<file path="src/design/stc_pkg.sv">
`timescale 1ns / 1ps

package stc_pkg;

    // Number of simple types the table can hold; type 0 (object) is implicit.
    localparam int MAX_TYPES = 64;

    // Width of a type id on the channels.
    localparam int ID_W = 7;

    // Width of the type counter, which must be able to hold MAX_TYPES itself.
    localparam int CNT_W = $clog2(MAX_TYPES + 1);

    // Row address of the relation matrix.
    localparam int ROW_AW = (MAX_TYPES > 1) ? $clog2(MAX_TYPES) : 1;

    // Common width for comparing ids against the counter.
    localparam int CMP_W = (ID_W > CNT_W) ? ID_W : CNT_W;

    typedef logic [ID_W-1:0]      id_t;
    typedef logic [CNT_W-1:0]     cnt_t;
    typedef logic [CMP_W-1:0]     cmp_t;
    typedef logic [ROW_AW-1:0]    raddr_t;
    typedef logic [MAX_TYPES-1:0] row_t;

    typedef enum logic [1:0] {
        REQ_ADD_TYPE  = 2'd0,
        REQ_ADD_SUPER = 2'd1,
        REQ_QUERY     = 2'd2,
        REQ_UNUSED    = 2'd3
    } req_t;

    typedef enum logic [1:0] {
        ST_OK     = 2'd0,
        ST_CYCLE  = 2'd1,
        ST_FULL   = 2'd2,
        ST_BAD_ID = 2'd3
    } status_t;

    // Result of testing one matrix row against the pending update.
    typedef struct packed {
        logic bit_a;   // row holds the column of type a
        logic bit_b;   // row holds the column of type b
        logic hit;     // row is at or below a and not yet at or below b
    } row_eval_t;

endpackage

</file>
<file path="src/design/stc_in_if.sv">
`timescale 1ns / 1ps

interface stc_in_if;
    logic             valid;
    logic             ready;
    logic [1:0]       req_type;
    stc_pkg::id_t     type_a;
    stc_pkg::id_t     type_b;

    modport source (output valid, output req_type, output type_a, output type_b,
                    input ready);
    modport sink   (input valid, input req_type, input type_a, input type_b,
                    output ready);
endinterface

</file>
<file path="src/design/stc_out_if.sv">
`timescale 1ns / 1ps

interface stc_out_if;
    logic             valid;
    logic             ready;
    logic [1:0]       status;
    stc_pkg::id_t     new_type_id;
    logic             is_subtype;

    modport source (output valid, output status, output new_type_id,
                    output is_subtype, input ready);
    modport sink   (input valid, input status, input new_type_id,
                    input is_subtype, output ready);
endinterface

</file>
<file path="src/design/stc_ram.sv">
`timescale 1ns / 1ps

module stc_ram #(
    parameter int WIDTH = 8,
    parameter int DEPTH = 16
) (
    input  logic                                       clk,
    input  logic                                       we,
    input  logic [((DEPTH > 1) ? $clog2(DEPTH) : 1)-1:0] waddr,
    input  logic [WIDTH-1:0]                           wdata,
    input  logic [((DEPTH > 1) ? $clog2(DEPTH) : 1)-1:0] raddr,
    output logic [WIDTH-1:0]                           rdata
);

    logic [WIDTH-1:0] mem [DEPTH];

    always_ff @(posedge clk)
    begin
        if (we)
        begin
            mem[waddr] <= wdata;
        end
        rdata <= mem[raddr];
    end

endmodule

</file>
<file path="src/design/stc_row_unit.sv">
`timescale 1ns / 1ps

// Shared row test and merge: used for the lookups of rows a and b and for
// every step of the closure sweep.
module stc_row_unit (
    input  stc_pkg::row_t      row,
    input  stc_pkg::raddr_t    a_idx,
    input  stc_pkg::raddr_t    b_idx,
    input  stc_pkg::raddr_t    k_idx,
    input  stc_pkg::row_t      add_row,
    output stc_pkg::row_eval_t eval,
    output stc_pkg::row_t      merged
);

    always_comb
    begin
        eval.bit_a = row[a_idx];
        eval.bit_b = row[b_idx];
        eval.hit   = ((k_idx == a_idx) || row[a_idx]) &&
                     !((k_idx == b_idx) || row[b_idx]);
        merged     = row | add_row;
    end

endmodule

</file>
<file path="src/design/subtype_closure_table.sv">
`timescale 1ns / 1ps

// Channel  Modport  Payload                              Transfer when
// -------  -------  -----------------------------------  ----------------------
// in_ch    sink     req_type, type_a, type_b             in_ch.valid & ready
// out_ch   source   status, new_type_id, is_subtype      out_ch.valid & ready
//
// One request is worked on at a time; in_ch.ready is high only while idle.
// Add-type, bad ids and requests decided from the ids alone go straight from
// idle to finish; a query that needs the matrix or an add-supertype already
// implied by row a also reads row a, one rejected as a cycle by row b reads
// row b too, and an add-supertype that changes the closure then sweeps all
// type_count rows through the single matrix read port, one row per cycle.
// Reset is asynchronous and active low; the matrix needs no clearing pass
// because a row is written to zero when its type is created.
// A stalled result holds the block in its finish state until out_ch drains.
module subtype_closure_table (
    input  logic      clk,
    input  logic      rst_n,
    stc_in_if.sink    in_ch,
    stc_out_if.source out_ch
);

    typedef enum logic [2:0] {
        S_IDLE,
        S_RD_A,
        S_RD_B,
        S_SWEEP,
        S_FINISH
    } state_t;

    state_t               state_reg;
    stc_pkg::cnt_t        type_count_reg;
    stc_pkg::raddr_t      a_idx_reg;
    stc_pkg::raddr_t      b_idx_reg;
    stc_pkg::raddr_t      k_idx_reg;
    stc_pkg::row_t        add_reg;
    logic                 is_query_reg;
    stc_pkg::status_t     res_status_reg;
    stc_pkg::id_t         res_new_id_reg;
    logic                 res_sub_reg;
    logic                 out_valid_reg;
    stc_pkg::status_t     out_status_reg;
    stc_pkg::id_t         out_new_id_reg;
    logic                 out_sub_reg;

    // Matrix port signals.
    logic                 ram_we;
    stc_pkg::raddr_t      ram_waddr;
    stc_pkg::row_t        ram_wdata;
    stc_pkg::raddr_t      ram_raddr;
    stc_pkg::row_t        ram_rdata;

    stc_pkg::row_eval_t   eval;
    stc_pkg::row_t        merged;

    stc_pkg::req_t        in_req;
    logic                 in_accept;
    logic                 table_full;
    logic                 ids_bad;
    logic                 sweep_last;
    logic                 out_load;

    // Outcome of a request as far as it can be decided from the ids alone.
    stc_pkg::status_t     dec_status;
    stc_pkg::id_t         dec_new_id;
    logic                 dec_sub;
    state_t               dec_state;

    assign in_req     = stc_pkg::req_t'(in_ch.req_type);
    assign in_accept  = in_ch.valid && in_ch.ready;
    assign table_full = (type_count_reg == stc_pkg::cnt_t'(stc_pkg::MAX_TYPES));
    assign ids_bad    = (stc_pkg::cmp_t'(in_ch.type_a) > stc_pkg::cmp_t'(type_count_reg)) ||
                        (stc_pkg::cmp_t'(in_ch.type_b) > stc_pkg::cmp_t'(type_count_reg));
    assign sweep_last = (stc_pkg::cmp_t'(k_idx_reg) + stc_pkg::cmp_t'(1)) ==
                        stc_pkg::cmp_t'(type_count_reg);

    // The finished result moves to the output register once it is free or
    // being transferred in this same cycle.
    assign out_load   = (state_reg == S_FINISH) && (!out_valid_reg || out_ch.ready);

    assign in_ch.ready        = (state_reg == S_IDLE);
    assign out_ch.valid       = out_valid_reg;
    assign out_ch.status      = out_status_reg;
    assign out_ch.new_type_id = out_new_id_reg;
    assign out_ch.is_subtype  = out_sub_reg;

    // The matrix: row i-1 holds the strict supertypes of type i.
    stc_ram #(
        .WIDTH (stc_pkg::MAX_TYPES),
        .DEPTH (stc_pkg::MAX_TYPES)
    ) u_matrix (
        .clk   (clk),
        .we    (ram_we),
        .waddr (ram_waddr),
        .wdata (ram_wdata),
        .raddr (ram_raddr),
        .rdata (ram_rdata)
    );

    stc_row_unit u_row_unit (
        .row     (ram_rdata),
        .a_idx   (a_idx_reg),
        .b_idx   (b_idx_reg),
        .k_idx   (k_idx_reg),
        .add_row (add_reg),
        .eval    (eval),
        .merged  (merged)
    );

    // Matrix port control. Reads are registered, so each state issues the read
    // whose data the following state consumes. During the sweep, row k is
    // written back while row k+1 is being read.
    always_comb
    begin
        ram_we    = 1'b0;
        ram_waddr = k_idx_reg;
        ram_wdata = merged;
        ram_raddr = k_idx_reg + stc_pkg::raddr_t'(1);
        case (state_reg)
            S_IDLE:
            begin
                ram_raddr = stc_pkg::raddr_t'(in_ch.type_a - stc_pkg::id_t'(1));
                // A new type starts with an empty row.
                if (in_accept && (in_req == stc_pkg::REQ_ADD_TYPE) && !table_full)
                begin
                    ram_we    = 1'b1;
                    ram_waddr = stc_pkg::raddr_t'(type_count_reg);
                    ram_wdata = '0;
                end
            end
            S_RD_A:
            begin
                ram_raddr = b_idx_reg;
            end
            S_RD_B:
            begin
                ram_raddr = '0;
            end
            S_SWEEP:
            begin
                ram_we = eval.hit;
            end
            default:
            begin
                ram_we = 1'b0;
            end
        endcase
    end

    // Requests that the ids settle go straight to the finish state; the rest
    // go on to read row a.
    always_comb
    begin
        dec_status = stc_pkg::ST_OK;
        dec_new_id = '0;
        dec_sub    = 1'b0;
        dec_state  = S_FINISH;
        case (in_req)
            stc_pkg::REQ_ADD_TYPE:
            begin
                if (table_full)
                begin
                    dec_status = stc_pkg::ST_FULL;
                end
                else
                begin
                    dec_new_id = stc_pkg::id_t'(type_count_reg + stc_pkg::cnt_t'(1));
                end
            end
            stc_pkg::REQ_ADD_SUPER, stc_pkg::REQ_QUERY:
            begin
                if (ids_bad)
                begin
                    dec_status = stc_pkg::ST_BAD_ID;
                end
                else if (in_ch.type_a == in_ch.type_b)
                begin
                    // Identity is always a subtype.
                    dec_sub = (in_req == stc_pkg::REQ_QUERY);
                end
                else if (in_ch.type_a == '0)
                begin
                    // Object is below nothing; making it so is a cycle.
                    if (in_req == stc_pkg::REQ_ADD_SUPER)
                    begin
                        dec_status = stc_pkg::ST_CYCLE;
                    end
                end
                else if (in_ch.type_b == '0)
                begin
                    // Everything is below object.
                    dec_sub = (in_req == stc_pkg::REQ_QUERY);
                end
                else
                begin
                    dec_state = S_RD_A;
                end
            end
            default:
            begin
                dec_status = stc_pkg::ST_BAD_ID;
            end
        endcase
    end

    always_ff @(posedge clk or negedge rst_n)
    begin
        if (!rst_n)
        begin
            state_reg      <= S_IDLE;
            type_count_reg <= '0;
            a_idx_reg      <= '0;
            b_idx_reg      <= '0;
            k_idx_reg      <= '0;
            add_reg        <= '0;
            is_query_reg   <= 1'b0;
            res_status_reg <= stc_pkg::ST_OK;
            res_new_id_reg <= '0;
            res_sub_reg    <= 1'b0;
            out_valid_reg  <= 1'b0;
            out_status_reg <= stc_pkg::ST_OK;
            out_new_id_reg <= '0;
            out_sub_reg    <= 1'b0;
        end
        else
        begin
            if (out_load)
            begin
                out_valid_reg <= 1'b1;
            end
            else if (out_valid_reg && out_ch.ready)
            begin
                out_valid_reg <= 1'b0;
            end

            case (state_reg)
                S_IDLE:
                begin
                    if (in_accept)
                    begin
                        a_idx_reg      <= stc_pkg::raddr_t'(in_ch.type_a - stc_pkg::id_t'(1));
                        b_idx_reg      <= stc_pkg::raddr_t'(in_ch.type_b - stc_pkg::id_t'(1));
                        is_query_reg   <= (in_req == stc_pkg::REQ_QUERY);
                        res_status_reg <= dec_status;
                        res_new_id_reg <= dec_new_id;
                        res_sub_reg    <= dec_sub;
                        state_reg      <= dec_state;
                        if ((in_req == stc_pkg::REQ_ADD_TYPE) && !table_full)
                        begin
                            type_count_reg <= type_count_reg + stc_pkg::cnt_t'(1);
                        end
                    end
                end

                S_RD_A:
                begin
                    // Row a is on the read port: is a already below b?
                    if (is_query_reg)
                    begin
                        res_sub_reg <= eval.bit_b;
                        state_reg   <= S_FINISH;
                    end
                    else if (eval.bit_b)
                    begin
                        state_reg <= S_FINISH;
                    end
                    else
                    begin
                        state_reg <= S_RD_B;
                    end
                end

                S_RD_B:
                begin
                    // Row b is on the read port: would the new edge close a cycle?
                    if (eval.bit_a)
                    begin
                        res_status_reg <= stc_pkg::ST_CYCLE;
                        state_reg      <= S_FINISH;
                    end
                    else
                    begin
                        add_reg   <= ram_rdata | (stc_pkg::row_t'(1) << b_idx_reg);
                        k_idx_reg <= '0;
                        state_reg <= S_SWEEP;
                    end
                end

                S_SWEEP:
                begin
                    if (sweep_last)
                    begin
                        state_reg <= S_FINISH;
                    end
                    else
                    begin
                        k_idx_reg <= k_idx_reg + stc_pkg::raddr_t'(1);
                    end
                end

                S_FINISH:
                begin
                    if (out_load)
                    begin
                        out_status_reg <= res_status_reg;
                        out_new_id_reg <= res_new_id_reg;
                        out_sub_reg    <= res_sub_reg;
                        state_reg      <= S_IDLE;
                    end
                end

                default:
                begin
                    state_reg <= S_IDLE;
                end
            endcase
        end
    end

`ifndef SYNTHESIS
    // The sweep only ever rewrites rows of types that exist.
    a_sweep_in_range: assert property (@(posedge clk) disable iff (!rst_n)
        ((state_reg == S_SWEEP) && ram_we) |->
            (stc_pkg::cmp_t'(k_idx_reg) < stc_pkg::cmp_t'(type_count_reg)))
        else $error("sweep wrote a row beyond the type count");

    // A full report is only given when the table really is full.
    a_full_consistent: assert property (@(posedge clk) disable iff (!rst_n)
        (out_valid_reg && (out_status_reg == stc_pkg::ST_FULL)) |->
            (type_count_reg == stc_pkg::cnt_t'(stc_pkg::MAX_TYPES)))
        else $error("table full reported below capacity");

    // A new id or a positive answer only comes with an ok status.
    a_fields_ok_only: assert property (@(posedge clk) disable iff (!rst_n)
        (out_valid_reg && ((out_new_id_reg != '0) || out_sub_reg)) |->
            (out_status_reg == stc_pkg::ST_OK))
        else $error("result fields set on a failed request");
`endif

endmodule

</file>
<file path="src/flat_wrapper.sv">
// flat-port wrapper written by rule: the top's interface ports become plain ports
module subtype_closure_table_flat 
  (clk, rst_n, in_ch_valid, in_ch_req_type, in_ch_type_a, in_ch_type_b, in_ch_ready, out_ch_valid, out_ch_status, out_ch_new_type_id, out_ch_is_subtype, out_ch_ready);
  stc_in_if in_ch_i ();
  stc_out_if out_ch_i ();
  input  logic clk;
  input  logic rst_n;
  input wire logic [$bits(in_ch_i.valid)-1:0] in_ch_valid;
  input wire logic [$bits(in_ch_i.req_type)-1:0] in_ch_req_type;
  input wire logic [$bits(in_ch_i.type_a)-1:0] in_ch_type_a;
  input wire logic [$bits(in_ch_i.type_b)-1:0] in_ch_type_b;
  output wire logic [$bits(in_ch_i.ready)-1:0] in_ch_ready;
  output wire logic [$bits(out_ch_i.valid)-1:0] out_ch_valid;
  output wire logic [$bits(out_ch_i.status)-1:0] out_ch_status;
  output wire logic [$bits(out_ch_i.new_type_id)-1:0] out_ch_new_type_id;
  output wire logic [$bits(out_ch_i.is_subtype)-1:0] out_ch_is_subtype;
  input wire logic [$bits(out_ch_i.ready)-1:0] out_ch_ready;
  assign in_ch_i.valid = in_ch_valid;
  assign in_ch_i.req_type = in_ch_req_type;
  assign in_ch_i.type_a = in_ch_type_a;
  assign in_ch_i.type_b = in_ch_type_b;
  assign in_ch_ready = in_ch_i.ready;
  assign out_ch_valid = out_ch_i.valid;
  assign out_ch_status = out_ch_i.status;
  assign out_ch_new_type_id = out_ch_i.new_type_id;
  assign out_ch_is_subtype = out_ch_i.is_subtype;
  assign out_ch_i.ready = out_ch_ready;
  subtype_closure_table u_core (.clk(clk), .rst_n(rst_n), .in_ch(in_ch_i), .out_ch(out_ch_i));
endmodule
</file>
<file path="config.mk">
export PLATFORM = sky130hd
export DESIGN_NAME = subtype_closure_table_flat
export DESIGN_NICKNAME = d
export VERILOG_FILES = /design/src/design/stc_pkg.sv /design/src/design/stc_in_if.sv /design/src/design/stc_out_if.sv /design/src/design/stc_ram.sv /design/src/design/stc_row_unit.sv /design/src/design/subtype_closure_table.sv /design/src/flat_wrapper.sv
export SDC_FILE = /design/constraint.sdc
export NUM_CORES = 2
export LEC_CHECK = 0
export ABC_CLOCK_PERIOD_IN_PS = 14600
export BUFFER_PORTS_ARGS = -buffer_cell sky130_fd_sc_hd__buf_2
export CORE_ASPECT_RATIO = 0.7
export CORE_UTILIZATION = 45
export CTS_BUF_LIST = sky130_fd_sc_hd__clkbuf_2
export DETAILED_ROUTE_END_ITERATION = 12
export GPL_TIMING_DRIVEN = 0
export HOLD_SLACK_MARGIN = 0.12
export SYNTH_ARGS = -nofsm -noshare
export SYNTH_HDL_FRONTEND = slang
export SYNTH_HIERARCHICAL = 1
export SYNTH_SLANG_ARGS = --single-unit
</file>
<file path="constraint.sdc">
create_clock -name clk -period 14.6 [get_ports clk]
set_input_delay 2.19 -clock clk [delete_from_list [all_inputs] [get_ports clk]]
set_output_delay 2.19 -clock clk [all_outputs]
set_load 0.03 [all_outputs]
</file>
==> flow_summary.ini <==
[clock_tree]
clkLatencyLatePin_ns = 2.10
post_cts_buffers = 0
cts_tree = done
h-tree-depth = 6
cts_buffers = 923
ctsResizeCount = 0
cts_root_buffer = clkbuf_2
clk_pin_slew_worst_paths_ns = 0.12
cts.sinks = 4274
clockBufferDepth = 4

[sta]
tightestPinTransition_ns = 1.65
slew_violations = 15
min_period_over_period_pct = 51.3
fin_skew_ns = 0.264
finalSetupViolCount = 0
fmax_ghz = 0.134
rsz0062_at_grt = false
period_needed_ns = 7.48
finalHoldViolations = 0
finalSetupTns_ns = 0
slew_headroom_pct = -9.73
worst_slack_ns = 7.12

[critical_path]
path_class = reg2reg
cp.arrival_ns = 9.28
cp-startpoint = u_core/state_reg[0]
setup.worst_path.start_class = flop
worstPathCellList = clkbuf_1 > buf_1 > a21oi_1 > o22ai_1 > buf_2 > buf_2 > nand2_1 > clkbuf_1 > o22ai_1 > a31oi_1 > a211oi_1
critPathBufInv = 5
crit-reg2reg-launch = u_core/state_reg[0]
cp-end-kind = flop
cp.required_ns = 16.39
critPathMaxFanout = 10
cp_slowest_cell = a211oi_1
path_delay_family = compound AO/OA/AOI/OAI gates
critPathMaxStageDelay_ns = 1.20

[synthesis]
yosysTopAreaCellShare_pct = 74.8
yosysSeqAreaShare_pct = 77.3
syn-instance-count = 7496
synth_edf_count = 4096
synth.avg_cell_area_um2 = 21.9
synthArstFlopShare_pct = 2.67
ys_types = 73
ys_warn_count = 6
synth-main-ff-cell = edfxtp_1
syn-cell-area_um2 = 165000
synth-seq-cells = 4274
syn-num-nets = 7540
yosys-top-cells-area = edfxtp_1 75%, mux4_2 14%, dfrtp_1 1.7%
yosys.area.top_type = edfxtp_1

[global_routing]
grt_use_total_pct = 27.4
gr-total-overflow = 0
grt_max_degree = 87
grt_pass1_wl_um = 694000
grt_pass1_vias = 85800
antenna_found_initial = 68

[cells_and_area]
final.fill_count = 29200
area_growth_pct = 12.5
final_common_cell = edfxtp_1
final_cell_mix = 4096 x edfxtp_1, 1400 x clkbuf_2, 1052 x mux4_2, 219 x buf_12, 208 x buf_2
largest_register_ffs = 4096
drive_gt1_share_pct = 35.0
final_nets = 8763

[die]
die_area_um2 = 368000
core_region_area_um2 = 363000
num_io_pins = 32
rows = 185
start_util_pct = 45.3
die_h_um = 508
die_x_um = 725

[drt]
totalWireLength_um = 510000
met2_length_um = 202000
drt-met1-wl_um = 212000
drtIter0Drc = 13900
first_pass_iters = 6
drc = 0
detail-route-antenna-nets = 0
routed.top_layer = met5
avgViaCountPerCell = 6.25
wl_per_cell_um = 35.6
vias = 89600
met3_wirelength_um = 82400

[place]
hpwl_um = 357000
io_buffers = 31
preCtsSetupSlack_ns = 5.96
gp_congestion = 0.932

[status]
violations = max-capacitance violations, max-slew violations
outcome = complete, but fails checks

[power]
peakVddDrop_v = 0.000189
power.leakage_uw = 0.0593
p_per_area_nw_per_um2 = 202

[min_path]
min-delay-start = u_core/res_new_id_reg[0]
hold_class = reg2reg

[flow_run]
maxCapViolCount = 4
power breakdown:
group	switching, µW	internal [µW]
Combinational	9340	4290
Sequential	299	16000
Clock	4620	2770
tightest hold or removal path, cell delays in order, from the launching register on:
cell and delay [ns]:
dfrtp_1 0.36, nand2_1 0.05, o21ai_1 0.06
layer usage:
metal  global-route usage, %  vias to the layer above
li1                        -                    34700
met5                       0                        -
met3                    11.2                      805
met4                    7.59                       44
met2                    35.5                     6642
met1                    42.2                    47500
stage by stage:
step           instances  utilization (%)  total power [µW]  area (µm²)  hold WS [ns]
3_3_place_gp       12400             47.0             29200      171000         0.468
6_report           14300             50.9             37300      185000         0.498
5_1_grt            14300             50.9             38500      185000         0.363
4_1_cts            14300             50.9             37100      185000         0.286
2_1_floorplan       7496                -             23500      165000         0.445
3_5_place_dp       12700             48.6             29800      177000         0.477
area by class of cell:
class                           instances  area, µm²  area share, %
Sequential cell                      4274     127000           68.7
Tap cell                             4862       6080           3.29
Antenna cell                           71        178         0.0960
Multi-Input combinational cell       2756      35700           19.3
Buffer                                430       2150           1.16
Clock inverter                        212       1240          0.671
Timing Repair Buffer                  298       5470           2.95
Inverter                               36        135         0.0730
Clock buffer                         1394       6980           3.77
logic make-up after synthesis:
family,Yosys count,share of synthesized area (%)
AO/OA/AOI/OAI,718,3.09
XOR/XNOR,47,0.263
adder cells (fa/ha/maj),24,0.183
buffers and inverters,466,1.38
flip-flops,4274,77.3
multiplexers,1218,15.5
AND/OR/NAND/NOR,749,2.35
synth_stat cells (38+ instances only):
cell and n:
buf_4 38, and3_1 68, nand3_1 59, a22oi_1 170
nor2_1 210, mux2i_1 151, nand2_1 108, buf_2 178
or2_2 92, o22ai_1 93, clkbuf_1 173, dfrtp_1 114
o221ai_1 38, mux4_2 1052, a21oi_1 145, nor2b_1 38
dfxtp_1 64, a22o_1 89, and2_1 73, edfxtp_1 4096
a211oi_1 65
final timing paths:
path / endpoint / slack (ns) / cells past startpoint
setup / recovery: u_core/u_matrix/rdata[33] / 7.12 / 11
hold / removal: u_core/res_new_id_reg[0] / 0.50 / 2
setup reg to reg: u_core/u_matrix/rdata[33] / 7.12 / 11
hold reg to reg: u_core/res_new_id_reg[0] / 0.50 / 2
max in group asynchronous: u_core/k_idx_reg[1] / 13.03 / 3
min in group asynchronous: u_core/add_reg[59] / 0.60 / 2
what timing repair did:
item,in CTS,in global routing
hold buffers,1,0
endpoints found under the hold margin,28,0
setup endpoints to repair,0,0
Power figures use the tool's default switching activity.
